$ cat config.mk
export PLATFORM = sky130hd
export DESIGN_NAME = stroke_peak_tracker_unit_flat
export DESIGN_NICKNAME = d
export VERILOG_FILES = /design/src/rtl/spt_pkg.sv /design/src/rtl/spt_sample_if.sv /design/src/rtl/stroke_peak_tracker_unit.sv /design/src/flat_wrapper.sv
export SDC_FILE = /design/constraint.sdc
export NUM_CORES = 1
export LEC_CHECK = 0
export BUFFER_PORTS_ARGS = -buffer_cell sky130_fd_sc_hd__buf_4
export CAP_MARGIN = 10
export CORE_ASPECT_RATIO = 0.7
export CORE_MARGIN = 8
export CORE_UTILIZATION = 45
export CTS_CLUSTER_DIAMETER = 50
export CTS_CLUSTER_SIZE = 25
export DETAILED_ROUTE_END_ITERATION = 8
export PLACE_DENSITY = 0.74
export SETUP_SLACK_MARGIN = 0.5
export SLEW_MARGIN = 10
export SYNTH_ARGS = -nofsm -noshare
export SYNTH_HDL_FRONTEND = slang
export SYNTH_SLANG_ARGS = --single-unit
$ cat constraint.sdc
create_clock -name clk -period 15.7 [get_ports clk]
set_input_delay 0.785 -clock clk [delete_from_list [all_inputs] [get_ports clk]]
set_output_delay 0.785 -clock clk [all_outputs]
set_load 0.05 [all_outputs]
$ cat src/rtl/spt_pkg.sv
// Shared types and constants for the stroke peak tracker.
package spt_pkg;

    // Fixed field widths
    localparam int unsigned PEAK_BITS = 16;
    localparam int unsigned TAG_BITS  = 2;
    localparam int unsigned CFG_BITS  = 16;
    localparam int unsigned IDX_BITS  = 2;

    // Register reset values
    localparam logic [CFG_BITS-1:0] TOLERANCE_RESET = 16'd10;
    localparam logic [CFG_BITS-1:0] START_MIN_RESET = 16'hFFFF;
    localparam logic [TAG_BITS-1:0] TAG_RESET       = 2'd0;

    // Sensor codes
    typedef enum logic [TAG_BITS-1:0] {
        TAG_U       = 2'd0,
        TAG_L       = 2'd1,
        TAG_I       = 2'd2,
        TAG_UNKNOWN = 2'd3
    } sensor_tag_t;

    // Configuration register indexes
    typedef enum logic [IDX_BITS-1:0] {
        REG_TOLERANCE = 2'd0,
        REG_START_MIN = 2'd1,
        REG_SENSOR    = 2'd2,
        REG_NONE      = 2'd3
    } cfg_index_t;

endpackage

$ cat src/rtl/spt_sample_if.sv
// Handshake channels for distance samples and peak results.
interface spt_sample_if #(
    parameter int unsigned DISTANCE_BITS = 16
);
    logic                     valid;
    logic                     ready;
    logic [DISTANCE_BITS-1:0] distance;

    modport source (output valid, output distance, input ready);
    modport sink   (input valid, input distance, output ready);
endinterface

interface spt_peak_if;
    logic                          valid;
    logic                          ready;
    logic [spt_pkg::PEAK_BITS-1:0] peak_value;
    logic [spt_pkg::TAG_BITS-1:0]  sensor_code;

    modport source (output valid, output peak_value, output sensor_code, input ready);
    modport sink   (input valid, input peak_value, input sensor_code, output ready);
endinterface

$ cat src/rtl/stroke_peak_tracker_unit.sv
// Stroke peak tracker: running minimum, shape tracker and windowed peak output.
//
//  channel   | dir | beat payload                       | handshake
//  ----------+-----+------------------------------------+-----------------
//  samples   | in  | distance                           | valid / ready
//  peaks     | out | peak_value, sensor_code            | valid / ready
//  cfg       | in  | cfg_index, cfg_data                | cfg_we, no wait
//
//  One sample beat per cycle unless a stall on peaks backs up. A beat lands
//  in an input register, the minimum / shape / window update runs on it once
//  it can advance, and a finished window's peak goes to the output register.
//  The input register frees whenever the output register is empty or taken,
//  so a stall on peaks only backs up once both registers are full.
//  Reset clears the window, loads the minimum with start_minimum's default.
module stroke_peak_tracker_unit #(
    parameter int unsigned HITS_PER_WINDOW = 5,
    parameter int unsigned DISTANCE_BITS   = 16
) (
    input  logic                         clk,
    input  logic                         rst_n,
    spt_sample_if.sink                   samples,
    spt_peak_if.source                   peaks,
    input  logic                         cfg_we,
    input  logic [spt_pkg::IDX_BITS-1:0] cfg_index,
    input  logic [spt_pkg::CFG_BITS-1:0] cfg_data
);
    import spt_pkg::*;

    localparam int unsigned WORK_BITS =
        (DISTANCE_BITS > PEAK_BITS) ? DISTANCE_BITS : PEAK_BITS;
    localparam int unsigned HIT_BITS  = $clog2(HITS_PER_WINDOW + 1);

    typedef enum logic [1:0] {
        SH_FLAT_TOP    = 2'd0,
        SH_FLAT_BOTTOM = 2'd1,
        SH_UP          = 2'd2,
        SH_DOWN        = 2'd3
    } shape_t;

    // Configuration registers; start_minimum lands directly in min_reg
    logic [CFG_BITS-1:0]      tol_reg;
    logic [TAG_BITS-1:0]      tag_reg;

    // Input stage
    logic                     in_valid_reg;
    logic [DISTANCE_BITS-1:0] dist_reg;

    // Tracker state
    logic [WORK_BITS-1:0]     min_reg,       min_next;
    logic [HIT_BITS-1:0]      hits_reg,      hits_next;
    shape_t                   shape_reg,     shape_next;
    logic [WORK_BITS-1:0]     prev_reg,      prev_next;
    logic                     have_prev_reg, have_prev_next;
    logic [WORK_BITS-1:0]     best_reg,      best_next;
    logic                     best_valid_reg, best_valid_next;

    // Output stage
    logic                     out_valid_reg, out_valid_next;
    logic [PEAK_BITS-1:0]     peak_reg,      peak_next;
    logic [TAG_BITS-1:0]      code_reg,      code_next;

    logic                     advance;
    logic                     take_in;
    logic [WORK_BITS-1:0]     d_w;
    logic [WORK_BITS-1:0]     diff;
    logic                     hit;
    logic                     feed;
    logic [HIT_BITS-1:0]      hits_inc;
    logic                     close_win;
    logic                     emit;
    shape_t                   shape_step;
    logic                     turn;
    logic [WORK_BITS-1:0]     best_upd;
    logic                     best_valid_upd;

    // Process the held sample once the output slot is free or being drained
    assign advance = in_valid_reg && (!out_valid_reg || peaks.ready);
    assign samples.ready = !in_valid_reg || advance;
    assign take_in = samples.valid && samples.ready;

    assign peaks.valid       = out_valid_reg;
    assign peaks.peak_value  = peak_reg;
    assign peaks.sensor_code = code_reg;

    always_comb
    begin
        d_w      = WORK_BITS'(dist_reg);
        diff     = (d_w >= min_reg) ? (d_w - min_reg) : (min_reg - d_w);
        hit      = (diff <= WORK_BITS'(tol_reg));
        hits_inc = hits_reg + HIT_BITS'(hit);
        // A sample feeds the shape tracker only if it sits above the minimum
        feed     = (d_w > min_reg);

        // Shape step: compare the previous sample against the current one
        shape_step = shape_reg;
        turn       = 1'b0;
        case (shape_reg)
            SH_FLAT_TOP:
            begin
                if (prev_reg < d_w)
                    shape_step = SH_DOWN;
            end
            SH_FLAT_BOTTOM:
            begin
                if (prev_reg > d_w)
                    shape_step = SH_UP;
            end
            SH_UP:
            begin
                if (prev_reg <= d_w)
                    shape_step = (prev_reg == d_w) ? SH_FLAT_TOP : SH_DOWN;
            end
            SH_DOWN:
            begin
                if (prev_reg >= d_w)
                begin
                    turn       = 1'b1;
                    shape_step = (prev_reg == d_w) ? SH_FLAT_BOTTOM : SH_UP;
                end
            end
            default:
            begin
                shape_step = SH_FLAT_TOP;
            end
        endcase

        // Keep the largest turning point of the window
        best_upd       = best_reg;
        best_valid_upd = best_valid_reg;
        if (feed && have_prev_reg && turn && (!best_valid_reg || prev_reg > best_reg))
        begin
            best_upd       = prev_reg;
            best_valid_upd = 1'b1;
        end

        close_win = (hits_inc >= HIT_BITS'(HITS_PER_WINDOW));
        emit      = close_win && best_valid_upd && (tag_reg != TAG_UNKNOWN);

        // Defaults: hold
        min_next        = min_reg;
        hits_next       = hits_reg;
        shape_next      = shape_reg;
        prev_next       = prev_reg;
        have_prev_next  = have_prev_reg;
        best_next       = best_reg;
        best_valid_next = best_valid_reg;
        out_valid_next  = out_valid_reg && !peaks.ready;
        peak_next       = peak_reg;
        code_next       = code_reg;

        if (cfg_we && cfg_index == REG_START_MIN)
        begin
            min_next = WORK_BITS'(cfg_data);
        end
        else if (advance)
        begin
            if (d_w < min_reg)
                min_next = d_w;
            if (feed)
            begin
                prev_next      = d_w;
                have_prev_next = 1'b1;
                if (have_prev_reg)
                    shape_next = shape_step;
            end
            best_next       = best_upd;
            best_valid_next = best_valid_upd;
            hits_next       = hits_inc;

            if (close_win)
            begin
                // Drop the window contents; the minimum carries over
                hits_next       = '0;
                have_prev_next  = 1'b0;
                shape_next      = SH_FLAT_TOP;
                best_next       = '0;
                best_valid_next = 1'b0;
            end
            if (emit)
            begin
                out_valid_next = 1'b1;
                peak_next      = best_upd[PEAK_BITS-1:0];
                code_next      = tag_reg;
            end
        end
    end

    // Control and tracker state
    always_ff @(posedge clk or negedge rst_n)
    begin
        if (!rst_n)
        begin
            tol_reg        <= TOLERANCE_RESET;
            tag_reg        <= TAG_RESET;
            in_valid_reg   <= 1'b0;
            min_reg        <= WORK_BITS'(START_MIN_RESET);
            hits_reg       <= '0;
            shape_reg      <= SH_FLAT_TOP;
            have_prev_reg  <= 1'b0;
            best_reg       <= '0;
            best_valid_reg <= 1'b0;
            out_valid_reg  <= 1'b0;
        end
        else
        begin
            if (cfg_we)
            begin
                case (cfg_index)
                    REG_TOLERANCE: tol_reg       <= cfg_data;
                    REG_SENSOR:    tag_reg       <= cfg_data[TAG_BITS-1:0];
                    default:       ;
                endcase
            end
            if (take_in)
                in_valid_reg <= 1'b1;
            else if (advance)
                in_valid_reg <= 1'b0;
            min_reg        <= min_next;
            hits_reg       <= hits_next;
            shape_reg      <= shape_next;
            have_prev_reg  <= have_prev_next;
            best_reg       <= best_next;
            best_valid_reg <= best_valid_next;
            out_valid_reg  <= out_valid_next;
        end
    end

    // Payload registers
    always_ff @(posedge clk)
    begin
        if (take_in)
            dist_reg <= samples.distance;
        prev_reg <= prev_next;
        peak_reg <= peak_next;
        code_reg <= code_next;
    end

`ifndef SYNTH
    // The hit count never reaches the window length between beats
    assert property (@(posedge clk) disable iff (!rst_n)
        hits_reg < HIT_BITS'(HITS_PER_WINDOW))
        else $error("hit count escaped window");

    // An unknown sensor never produces a peak beat
    assert property (@(posedge clk) disable iff (!rst_n)
        peaks.valid |-> (peaks.sensor_code != TAG_UNKNOWN))
        else $error("peak emitted for unknown sensor");

    // Without a recorded turn the best value stays cleared
    assert property (@(posedge clk) disable iff (!rst_n)
        !best_valid_reg |-> (best_reg == '0))
        else $error("stale best value");

    // The shape tracker only leaves its rest state once a sample is stored
    assert property (@(posedge clk) disable iff (!rst_n)
        (shape_reg != SH_FLAT_TOP) |-> have_prev_reg)
        else $error("shape moved without previous sample");

    // The minimum only rises through a start_minimum write
    assert property (@(posedge clk) disable iff (!rst_n)
        !cfg_we |=> (min_reg <= $past(min_reg)))
        else $error("running minimum increased");
`endif

endmodule
$ cat src/flat_wrapper.sv
// flat-port wrapper written by rule: the top's interface ports become plain ports
module stroke_peak_tracker_unit_flat import spt_pkg::*;
#(
    parameter int unsigned HITS_PER_WINDOW = 5,
    parameter int unsigned DISTANCE_BITS   = 16
)
  (clk, rst_n, cfg_we, cfg_index, cfg_data, samples_valid, samples_distance, samples_ready, peaks_valid, peaks_peak_value, peaks_sensor_code, peaks_ready);
  spt_sample_if #(.DISTANCE_BITS(DISTANCE_BITS)) samples_i ();
  spt_peak_if peaks_i ();
  input  logic clk;
  input  logic rst_n;
  input  logic cfg_we;
  input  logic [spt_pkg::IDX_BITS-1:0] cfg_index;
  input  logic [spt_pkg::CFG_BITS-1:0] cfg_data;
  input wire logic [$bits(samples_i.valid)-1:0] samples_valid;
  input wire logic [$bits(samples_i.distance)-1:0] samples_distance;
  output wire logic [$bits(samples_i.ready)-1:0] samples_ready;
  output wire logic [$bits(peaks_i.valid)-1:0] peaks_valid;
  output wire logic [$bits(peaks_i.peak_value)-1:0] peaks_peak_value;
  output wire logic [$bits(peaks_i.sensor_code)-1:0] peaks_sensor_code;
  input wire logic [$bits(peaks_i.ready)-1:0] peaks_ready;
  assign samples_i.valid = samples_valid;
  assign samples_i.distance = samples_distance;
  assign samples_ready = samples_i.ready;
  assign peaks_valid = peaks_i.valid;
  assign peaks_peak_value = peaks_i.peak_value;
  assign peaks_sensor_code = peaks_i.sensor_code;
  assign peaks_i.ready = peaks_ready;
  stroke_peak_tracker_unit #(.HITS_PER_WINDOW(HITS_PER_WINDOW), .DISTANCE_BITS(DISTANCE_BITS)) u_core (.clk(clk), .rst_n(rst_n), .samples(samples_i), .peaks(peaks_i), .cfg_we(cfg_we), .cfg_index(cfg_index), .cfg_data(cfg_data));
endmodule
==> metrics.yaml, run 1 <==
status: "completed"
crit_required_ps: 15990
yosysSeqAreaShare_pct: 41.1
hold_path.class: "flop to flop"
drt_iter0_drc: 603
dp.cells: 972
clk_pin_slew_ps: 70
syn_area_per_cell_um2: 9.88
worstMarginPinSlew_ps: 1250
hpwl_um: 13300
synth_top_area_cell: "edfxtp_1"
post_cts_resized: 0
fin_worst_skew_ps: 10.3
area_delta_synth_final_pct: 11.9
initial_core_util_pct: 45.3
io_pins: 59
setup_tns_ps: 0
clk_latency_ps: 360
wl_per_cell_um: 18.1
final-hold-violation-count: 0
start_kind: "flop"
grt.overflow.total: 0
final_util_pct: 50.7
yosys_warnings: 0
cts.sinks: 109
cellLeakagePower_uw: 0.00368
power.internal_uw: 880
clockBufferDepth: 2
cp.arrival_ps: 7700
fin_crit_sh_pct: 47.2
max_clock_freq_ghz: 0.135
synth.area.top_cells: "edfxtp_1, dfrtp_1, ha_1"
grt_pass1_wl_um: 28600
worstReg2RegStart: "u_core.d_w[11]"
antenna_found_initial: 0
synth_cell_type_count: 64
n_antenna_cell: 0
die_x_um: 168
row_count: 39
finalCriticalPeriod_ps: 7410
power.share.sequential_pct: 29.7
core_um2: 16100
drtPass1Iterations: 5
synth_edf_count: 50
slew_headroom_pct: 16.6
min-delay-start: "u_core.hits_reg[1]"
numCtsBuffers: 9
n_fill_cell: 1477
clkPwrFrac_pct: 15.1
async_reset_ff_share_pct: 54.1
crit_start: "u_core.d_w[11]"
first_global_vias: 5407
routed_via_density: 5.70
route.vias.total: 5635
routed_wl_um: 17900
cts_tree: "done"
p_sw_share_pct: 43.3
netlist_area_um2: 7300
power_density_nw_per_um2: 190
setup_violations: 0
postCtsSetupBuffers: 0
portBuffers: 58
ctsHoldBuffers: 0
place.gp.congestion: 0.934
rsz0062_at_grt: "no"
slew_violations: 0
drc: 0
crit_path_max_fanout: 25
layout-drive-gt1-share_pct: 15.2
cts-root-buf: "clkbuf_16"
design.die.area_um2: 20600
antenna_left: 0
syn_nets: 861
hold_ws_ps: 495
yosys_register_bits: 109
yosysTopAreaCellShare_pct: 20.6
grt_max_degree: 60
endpoint_kind: "flop"
synth_flop_cell: "edfxtp_1"
power_frac_comb_pct: 55.1
drv_cap: 0
track_usage_pct: 17.4
cts_max_level: 3
syn_inst: 739
nets: 900
ir_drop_uv: 84.1
final_cell_count_no_fill: 988
die_h_um: 123
critPathKind: "flop to flop"
power_switching_uw: 671
==> synthesized netlist by cell type, types with 7 or more instances <==
| library cell | count |
|---|---|
| a211oi_1 | 21 |
| mux2_2 | 7 |
| nand2_1 | 60 |
| dfstp_2 | 18 |
| edfxtp_1 | 50 |
| nor3_1 | 12 |
| o21ai_0 | 32 |
| inv_1 | 72 |
| xnor2_1 | 8 |
| nor2_1 | 45 |
| mux2i_1 | 22 |
| a21o_1 | 23 |
| a311o_1 | 16 |
| and3_1 | 7 |
| mux2_1 | 13 |
| nand3_1 | 17 |
| o211ai_1 | 7 |
| dfrtp_1 | 41 |
| nand4_1 | 10 |
| a21oi_1 | 66 |
| ha_1 | 81 |
| clkbuf_1 | 21 |
==> critical path: stages, from the launching register on <==
cell and delay, ps:
edfxtp_1 400, inv_1 80, ha_1 430, nand2_1 150, or3_1 380, o311a_1 390
a21oi_4 620, mux2i_1 380, o21ai_1 130, xnor2_1 140, ha_1 300, a21o_1 180
a21o_1 160, a21o_1 170, a21oi_1 130, nor2_1 60, a2111oi_0 650, a221o_1 310
ha_1 160, ha_1 190, xnor2_1 210, nor2_1 180, nor2_1 960, nand2_1 180
a211oi_1 250, a311o_1 150
==> path summary, 6_finish.rpt <==
| path | to | slack, ps | depth (start not counted) |
|---|---|---|---|
| setup / recovery | u_core.best_reg[1] | 8290 | 25 |
| hold / removal | u_core.hits_reg[1] | 500 | 2 |
| setup reg to reg | u_core.best_reg[1] | 8290 | 25 |
| hold reg to reg | u_core.hits_reg[1] | 500 | 2 |
| max in group asynchronous | u_core.best_reg[9] | 14640 | 1 |
| min in group asynchronous | u_core.tol_reg[2] | 520 | 1 |
==> cells in the final DEF (no fill, tap or decap), types with 8 or more instances in the layout <==
cell type	count
dfstp_2	18
nand3_1	17
mux2_1	13
xnor2_1	8
inv_1	72
a211oi_1	20
nor3_1	12
edfxtp_1	50
ha_1	81
nand2_1	60
a21o_1	23
buf_4	62
nor2_1	45
nand4_1	10
a21oi_1	66
a311o_1	16
mux2i_1	22
dfrtp_1	41
o21ai_0	32
clkbuf_16	9
==> power groups by stage <==
stage / logic, uW / registers, uW / clock network [uW]
floorplan: 653 / 445 / 0
global placement: 825 / 462 / 0
detailed placement: 837 / 464 / 0
CTS: 845 / 459 / 239
global route: 949 / 470 / 250
finish: 855 / 461 / 235
==> metal layers <==
metal | share of wire, % | GRT usage (%) | vias to the layer above | wire, um
met2 | 40 | 25.0 | 257 | 7190
met3 | 9.2 | 4.31 | 12 | 1650
li1 | - | - | 2743 | -
met5 | 0 | 0 | - | 0
met1 | 50 | 26.0 | 2623 | 8890
met4 | 0.91 | 3.89 | 0 | 163
==> per-stage QoR <==
stage | total power, uW | cell area, um2 | setup slack [ps]
floorplan | 1100 | 7300 | 9160
detailed placement | 1300 | 7880 | 8500
global route | 1670 | 8170 | 7890
global placement | 1290 | 7880 | 8870
CTS | 1540 | 8170 | 8430
finish | 1550 | 8170 | 8290
==> kinds of logic (layout without fill, tap and decap cells) <==
logic type | count (synthesis) | after routing | share of synthesized area, %
compound gates | 205 | 205 | 18.9
flops | 109 | 109 | 41.1
buf+inv | 107 | 151 | 5.91
simple gates | 179 | 179 | 11.9
xor+xnor | 14 | 14 | 1.68
fa+ha+maj | 83 | 83 | 14.4
mux | 42 | 42 | 6.10
==> layout make-up <==
| type | count | area (um2) | area share [%] |
|---|---|---|---|
| Clock buffer | 12 | 246 | 3.02 |
| Clock inverter | 4 | 47.5 | 0.582 |
| Inverter | 73 | 274 | 3.35 |
| Multi-Input combinational cell | 523 | 3880 | 47.5 |
| Sequential cell | 109 | 3000 | 36.7 |
| Tap cell | 205 | 256 | 3.14 |
| Timing Repair Buffer | 62 | 465 | 5.70 |
Note: power is estimated with default switching activity, not from simulation.
==> inputs of run 2 (changes only) <==
--- a/config.mk
+++ b/config.mk
@@ -5,6 +5,7 @@
 export SDC_FILE = /design/constraint.sdc
 export NUM_CORES = 1
 export LEC_CHECK = 0
+export ABC_AREA = 1
 export BUFFER_PORTS_ARGS = -buffer_cell sky130_fd_sc_hd__buf_4
 export CAP_MARGIN = 10
 export CORE_ASPECT_RATIO = 0.7
==> constraint.sdc (replaced) <==
create_clock -name clk -period 7.21 [get_ports clk]
set_input_delay 0.3605 -clock clk [delete_from_list [all_inputs] [get_ports clk]]
set_output_delay 0.3605 -clock clk [all_outputs]
set_load 0.05 [all_outputs]
==> run 2 against run 1 <==
Against the previous run: area after synthesis is 2.5% higher; fmax increased by 28%; critical path type unchanged; combinational power rose by 110%; die area grew 2.2%; clock power increased by 130%.
==> metrics.yaml, run 2 <==
synth_top_area_cell: "edfxtp_1"
start_kind: "flop"
worstPathBufferInverterCount: 5
first_global_vias: 6013
synth_cell_type_count: 40
grt_max_degree: 60
yosysTopAreaCellShare_pct: 20.1
crit_required_ps: 7200
drv_cap: 0
n_antenna_cell: 0
critical-path-top-delay-family: "simple AND/OR/NAND/NOR gates"
fin_worst_skew_ps: 8.25
initial_core_util_pct: 45.9
synth_edf_count: 50
grt.overflow.total: 0
cellLeakagePower_uw: 0.00432
ctsHoldBuffers: 0
syn_area_per_cell_um2: 7.87
track_usage_pct: 18.8
syn_inst: 951
area_delta_synth_final_pct: 13.1
fin_ws_ps: 1420
final_cell_count_no_fill: 1234
hold_path.class: "input pin to asynchronous set/reset pin"
clk_pin_slew_ps: 70
ir_drop_uv: 141
route.vias.total: 6266
antenna_found_initial: 0
layout-drive-gt1-share_pct: 11.0
io_pins: 59
yosys_register_bits: 109
layout_commonest_cell: "nand2_1"
cp.arrival_ps: 5790
finalCriticalPeriod_ps: 5790
cts_max_level: 3
drtPass1Iterations: 5
clockBufferDepth: 2
netlist_area_um2: 7480
max_clock_freq_ghz: 0.173
async_reset_ff_share_pct: 54.1
cts_tree: "done"
clk_latency_ps: 370
routed_wl_um: 19100
yosysMostFrequentCell: "nand2_1"
routed_via_density: 5.08
setup_tns_ps: 0
cts.sinks: 109
grt_pass1_wl_um: 31100
status: "completed"
hpwl_um: 14900
row_count: 39
final-hold-violation-count: 0
crit_top_cell: "nand2_1"
drt_iter0_drc: 475
slew_headroom_pct: 20.4
die_x_um: 170
design.die.area_um2: 21100
synth_common_cells: "nand2_1, inv_1, ha_1"
cp_slowest_cell: "nor2_2"
dp_worst_setup_slack_ps: 1450
nets: 1126
slew_violations: 0
critPathKind: "flop to flop"
place.gp.congestion: 0.946
die_h_um: 124
most-common-layout-cells: "nand2_1, inv_1, ha_1"
wl_per_cell_um: 15.5
power_density_nw_per_um2: 382
antenna_left: 0
cts-root-buf: "clkbuf_16"
yosys_warnings: 0
postCtsSetupBuffers: 0
post_cts_resized: 0
drc: 0
yosysSeqAreaShare_pct: 40.1
core_um2: 16300
syn_nets: 1073
dp.cells: 1218
fin_crit_sh_pct: 80.3
endpoint_kind: "flop"
crit_path_max_fanout: 18
numCtsBuffers: 9
crit_path_max_incr_delay_ps: 740
synth_flop_cell: "edfxtp_1"
worstMarginPinSlew_ps: 1190
synth.area.top_cells: "edfxtp_1, dfrtp_1, ha_1"
setup_violations: 0
portBuffers: 58
rsz0062_at_grt: "no"
==> run 2: layer usage <==
metal / share of wire, % / wire length, um / track usage, % / vias up
met4: 1.0 / 191 / 4.70 / 0
met1: 51 / 9680 / 26.9 / 2871
met3: 7.6 / 1450 / 4.62 / 15
met2: 41 / 7780 / 28.0 / 205
met5: 0 / 0 / 0 / -
li1: - / - / - / 3175
==> run 2: cell type report <==
type / instances / area (um2)
fill: 1568 / 7840
clock buffer: 10 / 250
clock inverter: 6 / 83.8
timing repair buffer: 60 / 450
sequential: 109 / 3000
inverter: 171 / 642
tap: 225 / 282
multi-input combinational: 653 / 3750
==> run 2: metrics by stage <==
step	power, uW	util [%]	area, um2	hold slack, ps
4_1_cts	3220	51.9	8460	123
3_3_place_gp	2650	49.9	8130	461
3_5_place_dp	2660	49.9	8130	466
5_1_grt	3530	51.9	8460	153
6_report	3240	51.9	8460	75.0
2_1_floorplan	2230	-	7480	64.9
==> run 2: cells by family after synthesis <==
family                     Yosys count  synth area share (%)
AOI/OAI and AO/OA                  139                  10.7
xor gates and xnor gates            15                  1.76
adders and majority gates           83                  14.1
buffers and inverters              189                  9.85
DFF                                109                  40.1
and+or+nand+nor                    416                  23.5
==> run 2: path summary, 6_finish.rpt <==
path                                     startpoint                     endpoint  slack [ps]  cells past startpoint
worst max-delay path                  u_core.d_w[0]  u_core.peaks.peak_value[11]        1420                     31
worst min-delay path                          rst_n           u_core.best_reg[1]          80                      1
worst max register to register        u_core.d_w[0]  u_core.peaks.peak_value[11]        1420                     31
worst min register to register  u_core.best_reg[12]          u_core.best_reg[12]         480                      2
max in group asynchronous                     rst_n           u_core.tol_reg[11]        6600                      1
min in group clk                samples_distance[8]                u_core.d_w[8]         170                      1
==> run 2: report_power, final <==
part	switching, uW	total, uW	internal (uW)
Sequential	90.7	925	834
Clock	249	548	299
Combinational	1130	1760	634
